`src/mlp_pkg.sv`:
```
// Package for the manifest line parser: word and result types, the parse
// phase enum, character codes and the magic byte table. No dependencies.
package mlp_pkg;

  localparam int MAGIC_LEN = 5;
  localparam int HASH_LEN  = 8;
  localparam int POS_W     = 3;

  localparam logic [7:0] CH_SPACE   = 8'h20;
  localparam logic [7:0] CH_NEWLINE = 8'h0A;
  localparam logic [7:0] CH_ZERO    = 8'h30;
  localparam logic [7:0] CH_NINE    = 8'h39;
  localparam logic [7:0] CH_LOW_A   = 8'h61;
  localparam logic [7:0] CH_LOW_F   = 8'h66;

  typedef enum logic [2:0] {
    PH_MAGIC   = 3'd0,
    PH_FIRST   = 3'd1,
    PH_DIGITS  = 3'd2,
    PH_HASH    = 3'd3,
    PH_NEWLINE = 3'd4,
    PH_END     = 3'd5
  } phase_t;

  typedef struct packed {
    logic [7:0] byte_in;
    logic       last_byte;
  } in_word_t;

  typedef struct packed {
    logic        valid_res;
    logic [31:0] size_value;
    logic [31:0] hash_value;
  } res_t;

  // Expected byte of the "GWW1 " magic at a given position.
  function automatic logic [7:0] magic_byte(input logic [POS_W-1:0] pos);
    logic [7:0] b;
    case (pos)
      3'd0:    b = 8'h47;  // 'G'
      3'd1:    b = 8'h57;  // 'W'
      3'd2:    b = 8'h57;  // 'W'
      3'd3:    b = 8'h31;  // '1'
      3'd4:    b = CH_SPACE;
      default: b = 8'h00;
    endcase
    return b;
  endfunction

endpackage

```
`src/mlp_in_stage.sv`:
```
// Input register of the manifest line parser: captures one word per cycle
// unless the stage is held. Depends on mlp_pkg.
module mlp_in_stage
  import mlp_pkg::*;
(
  input  logic       clk,
  input  logic       rst_n,
  input  logic       in_valid,
  input  logic [7:0] in_byte_in,
  input  logic       in_last_byte,
  input  logic       hold,
  output logic       word_valid,
  output in_word_t   word
);

  logic     word_valid_r;
  in_word_t word_r;

  always_ff @(posedge clk) begin
    if (!rst_n) begin
      word_valid_r <= 1'b0;
    end else if (!hold) begin
      word_valid_r <= in_valid;
    end
  end

  always_ff @(posedge clk) begin
    if (!hold) begin
      word_r.byte_in   <= in_byte_in;
      word_r.last_byte <= in_last_byte;
    end
  end

  assign word_valid = word_valid_r;
  assign word       = word_r;

endmodule

```
`src/mlp_parse_core.sv`:
```
// Parse state of the manifest line parser and its next-state logic; forms
// the result for the final word of a line. Depends on mlp_pkg.
module mlp_parse_core
  import mlp_pkg::*;
(
  input  logic     clk,
  input  logic     rst_n,
  input  logic     consume,
  input  in_word_t word,
  output logic     res_fire,
  output res_t     res
);

  phase_t           phase_r, phase_nxt;
  logic [POS_W-1:0] pos_r, pos_nxt;
  logic [31:0]      size_r, size_nxt;
  logic [31:0]      hash_r, hash_nxt;
  logic             failed_r, failed_nxt;

  logic        is_dig;
  logic        is_hex_lc;
  logic [3:0]  hex_val;
  logic [35:0] size_mac;
  logic        size_ovf;

  assign is_dig    = (word.byte_in >= CH_ZERO) && (word.byte_in <= CH_NINE);
  assign is_hex_lc = (word.byte_in >= CH_LOW_A) && (word.byte_in <= CH_LOW_F);
  assign hex_val   = is_dig ? word.byte_in[3:0] : 4'(word.byte_in[3:0] + 4'd9);

  // size * 10 + digit in 36 bits; any carry into the top four bits overflows.
  assign size_mac = {1'b0, size_r, 3'b000} + {3'b000, size_r, 1'b0}
                  + {32'd0, word.byte_in[3:0]};
  assign size_ovf = |size_mac[35:32];

  always_comb begin
    phase_nxt  = phase_r;
    pos_nxt    = pos_r;
    size_nxt   = size_r;
    hash_nxt   = hash_r;
    failed_nxt = failed_r;

    if (!failed_r) begin
      unique case (phase_r)
        PH_MAGIC: begin
          if (pos_r >= POS_W'(MAGIC_LEN) || word.byte_in != magic_byte(pos_r)) begin
            failed_nxt = 1'b1;
          end else if (pos_r == POS_W'(MAGIC_LEN - 1)) begin
            phase_nxt = PH_FIRST;
            pos_nxt   = '0;
          end else begin
            pos_nxt = pos_r + POS_W'(1);
          end
        end
        PH_FIRST: begin
          if (!is_dig || size_ovf) begin
            failed_nxt = 1'b1;
          end else begin
            size_nxt  = size_mac[31:0];
            phase_nxt = PH_DIGITS;
          end
        end
        PH_DIGITS: begin
          if (is_dig) begin
            if (size_ovf) failed_nxt = 1'b1;
            else          size_nxt   = size_mac[31:0];
          end else if (word.byte_in == CH_SPACE) begin
            phase_nxt = PH_HASH;
            pos_nxt   = '0;
          end else begin
            failed_nxt = 1'b1;
          end
        end
        PH_HASH: begin
          if (is_dig || is_hex_lc) begin
            hash_nxt = {hash_r[27:0], hex_val};
            if (pos_r == POS_W'(HASH_LEN - 1)) begin
              phase_nxt = PH_NEWLINE;
              pos_nxt   = '0;
            end else begin
              pos_nxt = pos_r + POS_W'(1);
            end
          end else begin
            failed_nxt = 1'b1;
          end
        end
        PH_NEWLINE: begin
          if (word.byte_in == CH_NEWLINE) phase_nxt  = PH_END;
          else                            failed_nxt = 1'b1;
        end
        default: begin
          failed_nxt = 1'b1;
        end
      endcase
    end

    res.valid_res  = !failed_nxt && (phase_nxt == PH_END);
    res.size_value = res.valid_res ? size_nxt : 32'd0;
    res.hash_value = res.valid_res ? hash_nxt : 32'd0;

    // The final word of a line reports and then starts the next line afresh.
    if (word.last_byte) begin
      phase_nxt  = PH_MAGIC;
      pos_nxt    = '0;
      size_nxt   = 32'd0;
      hash_nxt   = 32'd0;
      failed_nxt = 1'b0;
    end
  end

  assign res_fire = consume && word.last_byte;

  always_ff @(posedge clk) begin
    if (!rst_n) begin
      phase_r  <= PH_MAGIC;
      pos_r    <= '0;
      size_r   <= 32'd0;
      hash_r   <= 32'd0;
      failed_r <= 1'b0;
    end else if (consume) begin
      phase_r  <= phase_nxt;
      pos_r    <= pos_nxt;
      size_r   <= size_nxt;
      hash_r   <= hash_nxt;
      failed_r <= failed_nxt;
    end
  end

  a_line_restart: assert property (@(posedge clk) disable iff (!rst_n)
    res_fire |=> (phase_r == PH_MAGIC) && (pos_r == '0) && !failed_r
                 && (size_r == 32'd0) && (hash_r == 32'd0))
    else $error("parse state not cleared after the final word of a line");

  a_magic_pos: assert property (@(posedge clk) disable iff (!rst_n)
    (phase_r == PH_MAGIC) |-> (pos_r < POS_W'(MAGIC_LEN)))
    else $error("magic position out of range");

  a_fail_sticky: assert property (@(posedge clk) disable iff (!rst_n)
    (failed_r && !res_fire) |=> failed_r)
    else $error("failure flag dropped within a line");

endmodule

```
`src/mlp_out_stage.sv`:
```
// Result register of the manifest line parser: holds one result word until
// the receiver takes it. Depends on mlp_pkg.
module mlp_out_stage
  import mlp_pkg::*;
(
  input  logic        clk,
  input  logic        rst_n,
  input  logic        res_fire,
  input  res_t        res,
  input  logic        out_stall,
  output logic        out_valid,
  output logic        out_valid_res,
  output logic [31:0] out_size_value,
  output logic [31:0] out_hash_value
);

  logic out_valid_r;
  res_t res_r;
  logic load;

  assign load = !out_valid_r || !out_stall;

  always_ff @(posedge clk) begin
    if (!rst_n) begin
      out_valid_r <= 1'b0;
    end else if (load) begin
      out_valid_r <= res_fire;
    end
  end

  always_ff @(posedge clk) begin
    if (load && res_fire) begin
      res_r <= res;
    end
  end

  assign out_valid      = out_valid_r;
  assign out_valid_res  = res_r.valid_res;
  assign out_size_value = res_r.size_value;
  assign out_hash_value = res_r.hash_value;

endmodule

```
`src/manifest_line_parser_unit.sv`:
```
// Top level of the manifest line parser: input register, parse core and
// result register. Depends on mlp_pkg, mlp_in_stage, mlp_parse_core, mlp_out_stage.

// The block takes a manifest line one byte per word, with in_last_byte set on
// the final byte, and checks it against the form "GWW1 ", one or more decimal
// digits (a 32-bit size), one space, exactly eight lowercase hex digits (a
// 32-bit hash) and a newline as the very last byte. Exactly one result word
// leaves for each line, on the word that carried in_last_byte: out_valid_res
// says whether the line matched, and out_size_value and out_hash_value carry
// the parsed values, or zero when the line did not match. A size digit that
// would carry the size past 2^32-1 makes the line invalid, as do uppercase hex
// digits and any byte after the newline. Once a line has failed, its remaining
// bytes are taken and ignored. One word is accepted in every cycle while
// in_stall is low. The final byte of a line passes through the input register
// and then the result register before out_valid rises. The parse state is
// updated once per accepted word; for a size digit this is a multiply-by-ten
// add with overflow check. While a result waits in the result register, bytes
// that do not end a line keep flowing; only a second line-ending word stalls
// the input until the receiver takes the waiting result.
module manifest_line_parser_unit
  import mlp_pkg::*;
(
  input  logic        clk,
  input  logic        rst_n,
  input  logic        in_valid,
  output logic        in_stall,
  input  logic [7:0]  in_byte_in,
  input  logic        in_last_byte,
  output logic        out_valid,
  input  logic        out_stall,
  output logic        out_valid_res,
  output logic [31:0] out_size_value,
  output logic [31:0] out_hash_value
);

  logic     word_valid;
  in_word_t word;
  logic     blocked;
  logic     consume;
  logic     res_fire;
  res_t     res;

  // A line-ending word can only move on when the result register is free.
  assign blocked  = word_valid && word.last_byte && out_valid && out_stall;
  assign consume  = word_valid && !blocked;
  assign in_stall = blocked;

  mlp_in_stage u_in_stage (
    .clk          (clk),
    .rst_n        (rst_n),
    .in_valid     (in_valid),
    .in_byte_in   (in_byte_in),
    .in_last_byte (in_last_byte),
    .hold         (blocked),
    .word_valid   (word_valid),
    .word         (word)
  );

  mlp_parse_core u_parse_core (
    .clk      (clk),
    .rst_n    (rst_n),
    .consume  (consume),
    .word     (word),
    .res_fire (res_fire),
    .res      (res)
  );

  mlp_out_stage u_out_stage (
    .clk            (clk),
    .rst_n          (rst_n),
    .res_fire       (res_fire),
    .res            (res),
    .out_stall      (out_stall),
    .out_valid      (out_valid),
    .out_valid_res  (out_valid_res),
    .out_size_value (out_size_value),
    .out_hash_value (out_hash_value)
  );

  a_invalid_zero: assert property (@(posedge clk) disable iff (!rst_n)
    (out_valid && !out_valid_res) |-> (out_size_value == 32'd0)
                                      && (out_hash_value == 32'd0))
    else $error("invalid line reported with non-zero values");

  a_stall_cause: assert property (@(posedge clk) disable iff (!rst_n)
    in_stall |-> (word_valid && word.last_byte && out_valid))
    else $error("input stalled without a waiting line-ending word");

endmodule

```
`config.mk`:
```
export PLATFORM = sky130hd
export DESIGN_NAME = manifest_line_parser_unit
export DESIGN_NICKNAME = d
export VERILOG_FILES = /design/src/mlp_pkg.sv /design/src/mlp_in_stage.sv /design/src/mlp_parse_core.sv /design/src/mlp_out_stage.sv /design/src/manifest_line_parser_unit.sv
export SDC_FILE = /design/constraint.sdc
export NUM_CORES = 1
export LEC_CHECK = 0
export BUFFER_PORTS_ARGS = -buffer_cell sky130_fd_sc_hd__buf_2
export CAP_MARGIN = 15
export CORE_MARGIN = 3
export CORE_UTILIZATION = 40
export DETAILED_ROUTE_END_ITERATION = 6
export HOLD_SLACK_MARGIN = 0.02
export PLACE_DENSITY = 0.59
export SLEW_MARGIN = 20
export SYNTH_ARGS = -nofsm -noshare
export SYNTH_HDL_FRONTEND = slang
export SYNTH_HIERARCHICAL = 1
export SYNTH_SLANG_ARGS = --single-unit
```
`constraint.sdc`:
```
create_clock -name clk -period 11.75 [get_ports clk]
set_input_delay 1.7625 -clock clk [delete_from_list [all_inputs] [get_ports clk]]
set_output_delay 1.7625 -clock clk [all_outputs]
set_load 0.02 [all_outputs]
```
**Word level (Yosys, flattened, before mapping)**

Index checks and enable logic that the tools add are counted.

- Output and inout port bits: 67
- Logic and storage cells: 107
- Register bits: 147
- Bits of input ports: 13

- Equal/unequal tests: 18
- Muxes and demuxes: 44
- Add/subtract/negate cells: 4
- $lt $le $gt $ge: 5
- Reductions and logical operators: 24

Operators by type and width:

| kind | number |
|---|---|
| 2-to-1 mux 32 bit | 9 |
| case mux 32 bit (2 select lines) | 1 |
| 2-to-1 mux 3 bit | 18 |
| adder 35 x 33 -> 36 bit | 1 |
| adder 36 x 4 -> 36 bit | 1 |
| case mux 7 bit (4 select lines) | 1 |
| 2-to-1 mux 8 bit | 2 |
| case mux 3 bit (5 select lines) | 1 |
| equality test 3 x 2 -> 1 bit, second input constant | 4 |
| equality test 3 bit, second input constant | 4 |
| logical AND 1 bit | 9 |
| 2-to-1 mux 1 bit | 9 |
| case mux 3 bit (3 select lines) | 1 |
| equality test 8 x 4 -> 1 bit, second input constant | 1 |
| equality test 8 x 6 -> 1 bit, second input constant | 1 |
| greater-or-equal comparator 8 x 6 -> 1 bit, second input constant | 1 |
| greater-or-equal comparator 8 x 7 -> 1 bit, second input constant | 1 |
| <= comparator 8 x 6 -> 1 bit, second input constant | 1 |
| <= comparator 8 x 7 -> 1 bit, second input constant | 1 |
| inequality test 8 bit | 1 |
| AND reduction 7 bit | 1 |
| equality test 3 x 1 -> 1 bit, second input constant | 2 |
| zero test 3 bit | 2 |
| inequality test 3 x 2 -> 1 bit, second input constant | 2 |
| other kinds (12) | 20 |

**Longest topological paths before layout**

Gate-level depths: netlist of run 1.

- Depth in word-level cells: 12
- Depth in mapped cells: 16
- Gate-level depth less buffers: 13

**Cells and area by module**

Netlist of run 1, hierarchy kept.

Modules (own cells, without submodules):

| module | area each (µm²) | sequential area each (µm²) | instances | cells each |
|---|---|---|---|---|
| mlp_parse_core | 7151.9 | 1421.4 | 1 | 946 |
| mlp_out_stage | 1990.7 | 1971.9 | 1 | 69 |
| mlp_in_stage | 310.3 | 290.3 | 1 | 13 |
| manifest_line_parser_unit | 18.8 | 0.0 | 1 | 4 |

**Least setup slack after synthesis of run 1**

OpenSTA, ideal clock, no wires.

- Path kind: input to register
- From: input port out_stall
- To: register u_out_stage.res_r (netlist bit u_out_stage/out_hash_value[0]) (enable)
- Cell stages on the path: 6
- Arrival: 7.230 ns
- Required time: 11.163 ns
- Setup slack: 3.934 ns
- Buffers on the path: 1
- Cell sequence: nand3_1 and2_1 clkbuf_1 nand2_1 inv_1 a21boi_0

- Word-level cells in the longest chain between the ends: 5
- Elaborated cells on any way between the ends: 7

RTL lines:

| element | line | RTL |
|---|---|---|
| from (decl) | manifest_line_parser_unit.sv:30 | `input logic out_stall,` |
| logical AND 1 bit | manifest_line_parser_unit.sv:44 | `assign blocked = word_valid && word.last_byte && out_valid && out_stall;` |
| zero test 1 bit | -- |  |
| logical AND 1 bit | manifest_line_parser_unit.sv:45 | `assign consume = word_valid && !blocked;` |
| net consume | manifest_line_parser_unit.sv:39 | `logic consume;` |
| logical AND 1 bit | mlp_parse_core.sv:110 | `assign res_fire = consume && word.last_byte;` |
| net res_fire | manifest_line_parser_unit.sv:40 | `logic res_fire;` |
| logical AND 1 bit | mlp_out_stage.sv:32 | `if (load && res_fire) begin` |
| to (signal assigned) | mlp_out_stage.sv:33 | `res_r <= res;` |
| to (decl) | mlp_out_stage.sv:18 | `res_t res_r;` |

The timed path passes the listed nets, and every way through them passes these cells.
A chain may end at the register's enable or synchronous reset.

**Worst setup path in the final report of run 1**

- From: register u_in_stage.word_r (netlist bit u_in_stage/word[4])
- To: register u_parse_core.size_r[14]

- Word-level cells in the longest chain between the ends: 8
- Elaborated cells on any way between the ends: 13

RTL lines:

| element | line | RTL |
|---|---|---|
| from (decl) | mlp_in_stage.sv:17 | `in_word_t word_r;` |
| branches (longest 5 deep; another with adder 36 x 4 -> 36 bit) | -- |  |
| case mux 32 bit (2 select lines) * | mlp_parse_core.sv:43 | `unique case (phase_r)` |
| 2-to-1 mux 32 bit * | mlp_parse_core.sv:42 | `if (!failed_r) begin` |
| 2-to-1 mux 32 bit * | mlp_parse_core.sv:101 | `if (word.last_byte) begin` |
| to (signal assigned) | mlp_parse_core.sv:122 | `size_r <= size_nxt;` |
| to (decl) | mlp_parse_core.sv:16 | `logic [31:0] size_r, size_nxt;` |

Mark *: on every way between the ends.

==> results of run 1 <==
[routing by layer]
metal	global-route usage [%]	up-vias	wire length, um
met4	5.80	0	442
met2	28.3	176	10500
met1	25.3	3705	11600
met5	0	-	0
met3	3.40	36	879
li1	-	3851	-
[flip-flops by register name, summed over array words and instances (netlist names)]
| register | flops |
|---|---|
| u_parse_core/failed_r | 1 |
| u_in_stage/word_valid | 1 |
| u_parse_core/hash_r | 32 |
| u_parse_core/phase_r | 3 |
| u_out_stage/out_size_value | 32 |
| u_out_stage/out_valid | 1 |
| u_out_stage/out_valid_res | 1 |
| u_out_stage/out_hash_value | 32 |
| u_in_stage/word | 9 |
| u_parse_core/size_r | 32 |
| u_parse_core/pos_r | 3 |
[worst max-delay path by stage]
stage                                          end  cells after the start                from  slack, ps
floorplan            u_out_stage/out_hash_value[0]                      6           out_stall       3930
global placement           u_parse_core/size_r[12]                     14  u_in_stage/word[4]       6920
detailed placement  u_out_stage/out_size_value[31]                     14  u_in_stage/word[4]       6790
CTS                        u_parse_core/size_r[27]                     14  u_in_stage/word[4]       6770
global route               u_parse_core/size_r[30]                     14  u_in_stage/word[4]       6360
finish                     u_parse_core/size_r[14]                     14  u_in_stage/word[4]       6690
[critical path, stage by stage (launching register included)]
cell and delay (ps):
edfxtp_1 470, inv_1 120, fa_1 550, inv_1 80, ha_1 280, a21o_1 130
nand4_1 170, a2111o_1 490, a31o_2 270, a211oi_1 310, o211ai_2 250, a221oi_4 880
buf_4 520, o21ai_0 160, a31o_2 230
[cells in the final DEF, fill, tap and decap left out, types with 6 or more instances in the layout]
cell,count
and3_1,8
clkbuf_16,17
nand3_1,40
inv_1,25
edfxtp_1,74
a21oi_2,49
nor2b_1,40
nand2_1,166
nand4_1,7
buf_4,14
a22oi_1,30
a31o_2,19
nand3b_1,47
xnor2_1,22
o211ai_1,8
nor2_1,30
dfxtp_1,73
buf_2,79
o21a_1,7
a21o_1,12
xor2_1,11
a211oi_1,9
or3_1,7
ha_1,73
nand4b_1,13
and2_1,11
o21ai_0,40
a31oi_1,6
nor3_1,9
a21oi_1,56
[per-stage QoR]
step	worst slack (ps)	utilization, %	area (um2)
finish	6690	46.4	10700
global route	6360	46.4	10700
CTS	6770	46.4	10700
detailed placement	6790	43.8	10100
global placement	6920	43.8	10100
floorplan	3930	-	9470
[cells in the mapped netlist (3+ instances only)]
cell type  number
a211oi_1        9
a21boi_0        4
a21o_1         12
a21oi_1        56
a21oi_2        49
a221oi_1        3
a221oi_4        3
a22oi_1        30
a311oi_1        4
a31o_2         19
a31oi_1         6
and2_1         11
and3_1          8
buf_1           3
buf_2           6
buf_6           6
clkbuf_1       56
dfxtp_1        73
edfxtp_1       74
ha_1           73
inv_1          25
mux2i_1         3
nand2_1       166
nand2b_1        5
nand3_1        40
nand3b_1       47
nand4_1         7
nand4b_1       13
nor2_1         30
nor2b_1        40
nor3_1         10
o211ai_1        8
o21a_1          7
o21ai_0        40
o21ai_1         3
o21bai_1        4
or2_2           3
or3_1           7
xnor2_1        22
xor2_1         11
[area by class of cell]
class                           instances  share of cell area (%)
Clock buffer                           17                    3.99
Clock inverter                         15                    1.43
Inverter                               25                   0.881
Multi-Input combinational cell        789                    50.7
Sequential cell                       147                    34.6
Tap cell                              313                    3.68
Timing Repair Buffer                   93                    4.70
[kinds of logic after synthesis]
kind of cell | after synthesis
compound gates | 282
xor+xnor | 33
fa+ha+maj | 75
buf+inv | 96
flops | 147
mux | 3
simple gates | 396
[power groups by stage]
stage	clock network [mW]	logic, mW	registers [mW]
global route	0.574	0.0545	0.547
global placement	0	0.0496	0.558
CTS	0.556	0.0498	0.546
detailed placement	0	0.0495	0.558
finish	0.540	0.0496	0.547
floorplan	0	0.0334	0.559
==> results.py, run 1 <==
metrics = {
    "run_status": {
        "status": "finished, final reports clean",
    },
    "synth": {
        "synth_edf_count": 74,
        "ys_seq_area_share_pct": 38.9,
        "yosysTopAreaCellShare_pct": 23.5,
        "synthArstFlopShare_pct": 0,
        "netlist_area_um2": 9470,
        "synth_seq_cells": 147,
        "synth_ff_type": "edfxtp_1",
        "synthAdderAreaFrac_pct": 10.1,
        "synth_compound_area_share_pct": 21.8,
        "netlist_instances": 1032,
        "synth-simple-area-share_pct": 21.5,
        "syn_nets": 1120,
        "yosys_warnings": 6,
        "synth-xor-area-share_pct": 3.05,
        "synth_top_area_cell": "edfxtp_1",
        "synth.avg_cell_area_um2": 9.18,
        "synth.distinct_cells": 65,
        "yosys-top-cells-area": "edfxtp_1 23%, dfxtp_1 15%, ha_1 9.6%",
        "synth_top_family_by_area": "compound AO/OA/AOI/OAI gates",
        "synthMuxAreaShare_pct": 0.317,
    },
    "detailed_routing": {
        "drt-vias-per-instance": 5.55,
        "antenna_left": 0,
        "routed_wl_mm": 23.4,
        "vias": 7768,
        "dr.pass1.iters": 5,
        "wl_per_cell_um": 16.7,
        "drc_errors": 0,
        "drt_iter0_markers": 737,
    },
    "timing": {
        "grt_setup_unrepaired": "no",
        "worst_slew_pin_slew_ps": 990,
        "drv_slew": 0,
        "tns_ps": 0,
        "hold_violations": 0,
        "period_share_pct": 43.0,
        "finalSetupViolCount": 0,
        "post-route-min-period_ps": 5060,
        "max_freq_mhz": 198,
        "whs_ps": 527,
        "fin_skew_ps": 13.9,
        "relSlewSlack_pct": 34.0,
    },
    "worst_hold_path": {
        "worstHoldStart": "u_parse_core/hash_r[28]",
        "hold_end": "u_parse_core/hash_r[28]",
        "hold_path_class": "reg2reg",
        "min_path_cells": 2,
    },
    "finish": {
        "fillers": 2253,
        "num-nets-final": 1161,
        "seq_area_um2": 3680,
        "stdcell_count": 1399,
        "diodes": 0,
        "multi_input_area_um2": 5410,
        "syn_to_final_growth_pct": 12.5,
        "final_layout_size_suffix_gt1_share_pct": 19.2,
    },
    "power_and_ir_drop": {
        "vdd_drop_max_mv": 0.0752,
        "p_total_mw": 1.14,
        "clkPwrFrac_pct": 47.5,
        "switchingPower_mw": 0.294,
        "power.share.switching_pct": 25.9,
        "comb_power_share_pct": 4.4,
        "power_frac_seq_pct": 48.1,
        "internal-power_mw": 0.842,
        "p_leak_nw": 4.12,
        "power-per-cell-area_nw_per_um2": 107,
    },
    "placement": {
        "portBuffers": 79,
        "place_inst": 1367,
        "hpwl_mm": 15.6,
        "gp_congestion": 0.882,
    },
    "worst_setup_path": {
        "cp.arrival_ps": 5370,
        "setup.worst_path.end_class": "flop",
        "r2r_start": "u_in_stage/word[4]",
        "r2r_cells": 14,
        "rr_endpoint": "u_parse_core/size_r[14]",
        "path_max_fanout": 38,
        "critPathLaunchType": "flop",
        "cp.required_ps": 12070,
        "reg2reg_setup_slack_ps": 6690,
        "path_class": "reg2reg",
    },
    "clock_network": {
        "clock_sinks": 147,
        "cts_buffers": 17,
        "cts_max_level": 4,
        "cts_buffer_depth": 2,
        "cts_hold_buf": 0,
        "cts_tree": "built",
        "insertion_delay_ps": 430,
        "clk_pin_slew_ps": 70,
        "cts_resized": 0,
        "cts_setup_buffers": 0,
        "root_buffer": "clkbuf_16",
    },
    "floorplanning": {
        "die_area_um2": 25600,
        "die_h_um": 160,
        "rows": 55,
        "die_x_um": 160,
        "start_util_pct": 41.2,
        "core_area_um2": 23000,
        "boundaryPins": 80,
    },
    "global_route": {
        "first_global_vias": 7473,
        "grtUsageTotal_pct": 18.1,
        "gr-total-overflow": 0,
        "grt_max_degree": 61,
        "grt_pass1_wl_mm": 38.5,
        "antenna_found_initial": 0,
    },
    "flow_run": {
        "drv_cap": 0,
    },
}
Power figures use the tool's default switching activity.
==> run 2, diff against run 1 <==
ABC_AREA = 1   (was not set)
PLACE_DENSITY = 0.61   (was 0.59)
clock period = 4.3 ns   (was 11.75 ns; I/O delays follow)
==> run 2 against run 1 <==
  * Critical path depth up 7
  * Total power grew to 2.8 times the previous value
  * Sequential share of layout area down 1.9 points
  * Critical path type unchanged
==> results.py, run 2 <==
metrics = {
    "timing": {
        "finalSetupViolCount": 0,
        "fin_ws_ps": 556,
        "hold_violations": 0,
        "fin_skew_ps": 16.0,
        "worst_slew_pin_slew_ps": 967,
        "tns_ps": 0,
        "drv_slew": 0,
        "grt_setup_unrepaired": "no",
        "period_share_pct": 87.1,
        "relSlewSlack_pct": 35.5,
        "max_freq_mhz": 267,
        "post-route-min-period_ps": 3740,
    },
    "clock_network": {
        "root_buffer": "clkbuf_16",
        "cts_tree": "built",
        "cts_resized": 0,
        "clk_pin_slew_ps": 70,
        "cts_setup_buffers": 0,
        "cts_buffer_depth": 2,
        "cts_buffers": 17,
        "clock_sinks": 147,
        "cts_max_level": 4,
        "insertion_delay_ps": 440,
        "cts_hold_buf": 0,
    },
    "worst_setup_path": {
        "crit_end": "u_out_stage/out_hash_value[29]",
        "reg2reg_setup_slack_ps": 560,
        "r2r_cells": 21,
        "rr_endpoint": "u_out_stage/out_hash_value[29]",
        "cpMostUsedCell": "nand2_2",
        "cp.arrival_ps": 3920,
        "startpoint": "u_in_stage/word[4]",
        "critPathLaunchType": "flop",
        "cp.required_ps": 4470,
        "path_max_fanout": 26,
        "r2r_start": "u_in_stage/word[4]",
        "critPathBufInv": 3,
        "crit_chain": "inv_1 -> fa_1 -> inv_1 -> fa_1 -> nand2_1 -> nand2_2 -> nand3b_4 -> nand2_4 -> nand2_2 -> nand2_2 -> nand2_2 -> nand2_1 -> nand2_1 -> nand2_1 -> nor2_2 -> nand2_2 -> nand2_2 -> nand2_2 -> nand3_4 -> buf_4 -> nor3_2",
        "max_stage_delay_ps": 550,
        "critical_path_cell_count": 21,
        "path_class": "reg2reg",
        "crit_family": "simple AND/OR/NAND/NOR gates",
        "crit_path_top_delay_cell": "fa_1",
        "setup.worst_path.end_class": "flop",
    },
    "floorplanning": {
        "boundaryPins": 80,
        "die_h_um": 164,
        "rows": 57,
        "die_area_um2": 26800,
        "core_area_um2": 24400,
        "die_x_um": 164,
        "start_util_pct": 40.8,
    },
    "finish": {
        "fillers": 2480,
        "diodes": 0,
        "fin_area_um2": 11300,
        "mostFrequentLayoutCell": "nand2_1",
        "syn_to_final_growth_pct": 13.2,
        "final_layout_size_suffix_gt1_share_pct": 17.1,
        "final_cell_mix": "367 x nand2_1, 201 x inv_1, 86 x nor2_1",
        "num-nets-final": 1469,
    },
    "synth": {
        "synth_top_area_cell": "edfxtp_1",
        "yosysMostFrequentCell": "nand2_1",
        "synth-xor-area-share_pct": 2.55,
        "synthMuxAreaShare_pct": 0,
        "synth.avg_cell_area_um2": 7.57,
        "syn_nets": 1404,
        "synth_ff_type": "edfxtp_1",
        "yosysTopAreaCellShare_pct": 22.3,
        "ys_seq_area_share_pct": 37.0,
        "netlist_instances": 1316,
        "synth_top_family_by_area": "simple AND/OR/NAND/NOR gates",
        "yosys_warnings": 6,
        "ys_top_cells_by_count": "368 x nand2_1, 201 x inv_1, 88 x nor2_1",
        "synth_seq_cells": 147,
        "yosys-top-cells-area": "edfxtp_1 22%, dfxtp_1 15%, nand2_1 14%",
        "synth_edf_count": 74,
        "synth.distinct_cells": 46,
        "synthAdderAreaFrac_pct": 9.58,
        "netlist_area_um2": 9960,
        "synth_compound_area_share_pct": 9.83,
        "synthArstFlopShare_pct": 0,
        "synth-simple-area-share_pct": 30.0,
    },
    "global_route": {
        "grt_pass1_wl_mm": 38.3,
        "first_global_vias": 8014,
        "grt_max_degree": 58,
        "grtUsageTotal_pct": 17.5,
        "antenna_found_initial": 0,
        "gr-total-overflow": 0,
    },
    "detailed_routing": {
        "drt_iter0_markers": 505,
        "vias": 8355,
        "drt-vias-per-instance": 4.86,
        "routed_wl_mm": 22.7,
        "antenna_left": 0,
        "drc_errors": 0,
        "wl_per_cell_um": 13.2,
        "dr.pass1.iters": 5,
    },
    "run_status": {
        "status": "finished, final reports clean",
    },
    "placement": {
        "gp_congestion": 0.909,
        "portBuffers": 79,
        "hpwl_mm": 16.7,
        "dpl_cell_area_um2": 10700,
        "post-place-ws_ps": 547,
    },
    "flow_run": {
        "drv_cap": 0,
    },
    "power_and_ir_drop": {
        "vdd_drop_max_mv": 0.201,
        "p_leak_nw": 5.04,
        "power-per-cell-area_nw_per_um2": 280,
    },
    "worst_hold_path": {
        "hold_path_class": "in2reg",
    },
}
[run 2: cell count changes after synthesis, moves of 40 or more]
cell,previous run,this run
inv_1,25,201
nor2b_1,40,0
nand2_1,166,368
nand3b_1,47,1
nor2_1,30,88
a21oi_2,49,5
nor3_2,0,60
[run 2: final cells by class]
type	count	area (um2)	share of cell area (%)
multi-input cells	910	5210	46.2
well taps	324	405	3.60
repair buffers	93	576	5.11
clock inverters	15	178	1.58
clock buffers	17	425	3.77
flip-flops and latches	147	3680	32.7
inverters	212	796	7.06
[run 2: routing by layer]
metal  vias up  global-route usage [%]  wire, um
met1      3801                    23.5     11100
met5         -                       0         0
li1       4381                       -         -
met3        24                    3.30       844
met4         0                    4.73       332
met2       149                    28.8     10500
[run 2: how the worst min path moves through the flow]
| stage | from | slack, ps | depth (start not counted) | endpoint |
|---|---|---|---|---|
| CTS | in_last_byte | 370 | 1 | u_in_stage/word[0] |
| global placement | u_parse_core/hash_r[3] | 470 | 2 | u_parse_core/hash_r[3] |
| detailed placement | u_parse_core/hash_r[3] | 480 | 2 | u_parse_core/hash_r[3] |
| floorplan | u_parse_core/hash_r[1] | 450 | 2 | u_parse_core/hash_r[1] |
| finish | in_byte_in[5] | 390 | 1 | u_in_stage/word[6] |
| global route | in_byte_in[5] | 370 | 1 | u_in_stage/word[6] |
[run 2: logic make-up (layout without fill, tap and decap cells)]
| family | Yosys count | after routing |
|---|---|---|
| fa+ha+maj | 75 | 75 |
| flops | 147 | 147 |
| compound gates | 175 | 175 |
| simple gates | 631 | 631 |
| buf+inv | 259 | 337 |
| xor+xnor | 29 | 29 |
[run 2: per-stage QoR]
step / hold slack [ps] / instances / power (mW) / util (%)
5_1_grt: 368 / 1718 / 3.27 / 46.2
2_1_floorplan: 452 / 1316 / 1.62 / -
4_1_cts: 371 / 1718 / 3.19 / 46.2
3_5_place_dp: 477 / 1686 / 1.67 / 43.7
3_3_place_gp: 468 / 1686 / 1.67 / 43.7
6_report: 386 / 1718 / 3.16 / 46.2
[run 2: power by group]
| group | total [mW] | internal [mW] | switching (mW) |
|---|---|---|---|
| clock network | 1.52 | 0.792 | 0.725 |
| registers | 1.49 | 1.48 | 0.0122 |
| logic | 0.145 | 0.0392 | 0.106 |
| total | 3.16 | 2.31 | 0.843 |
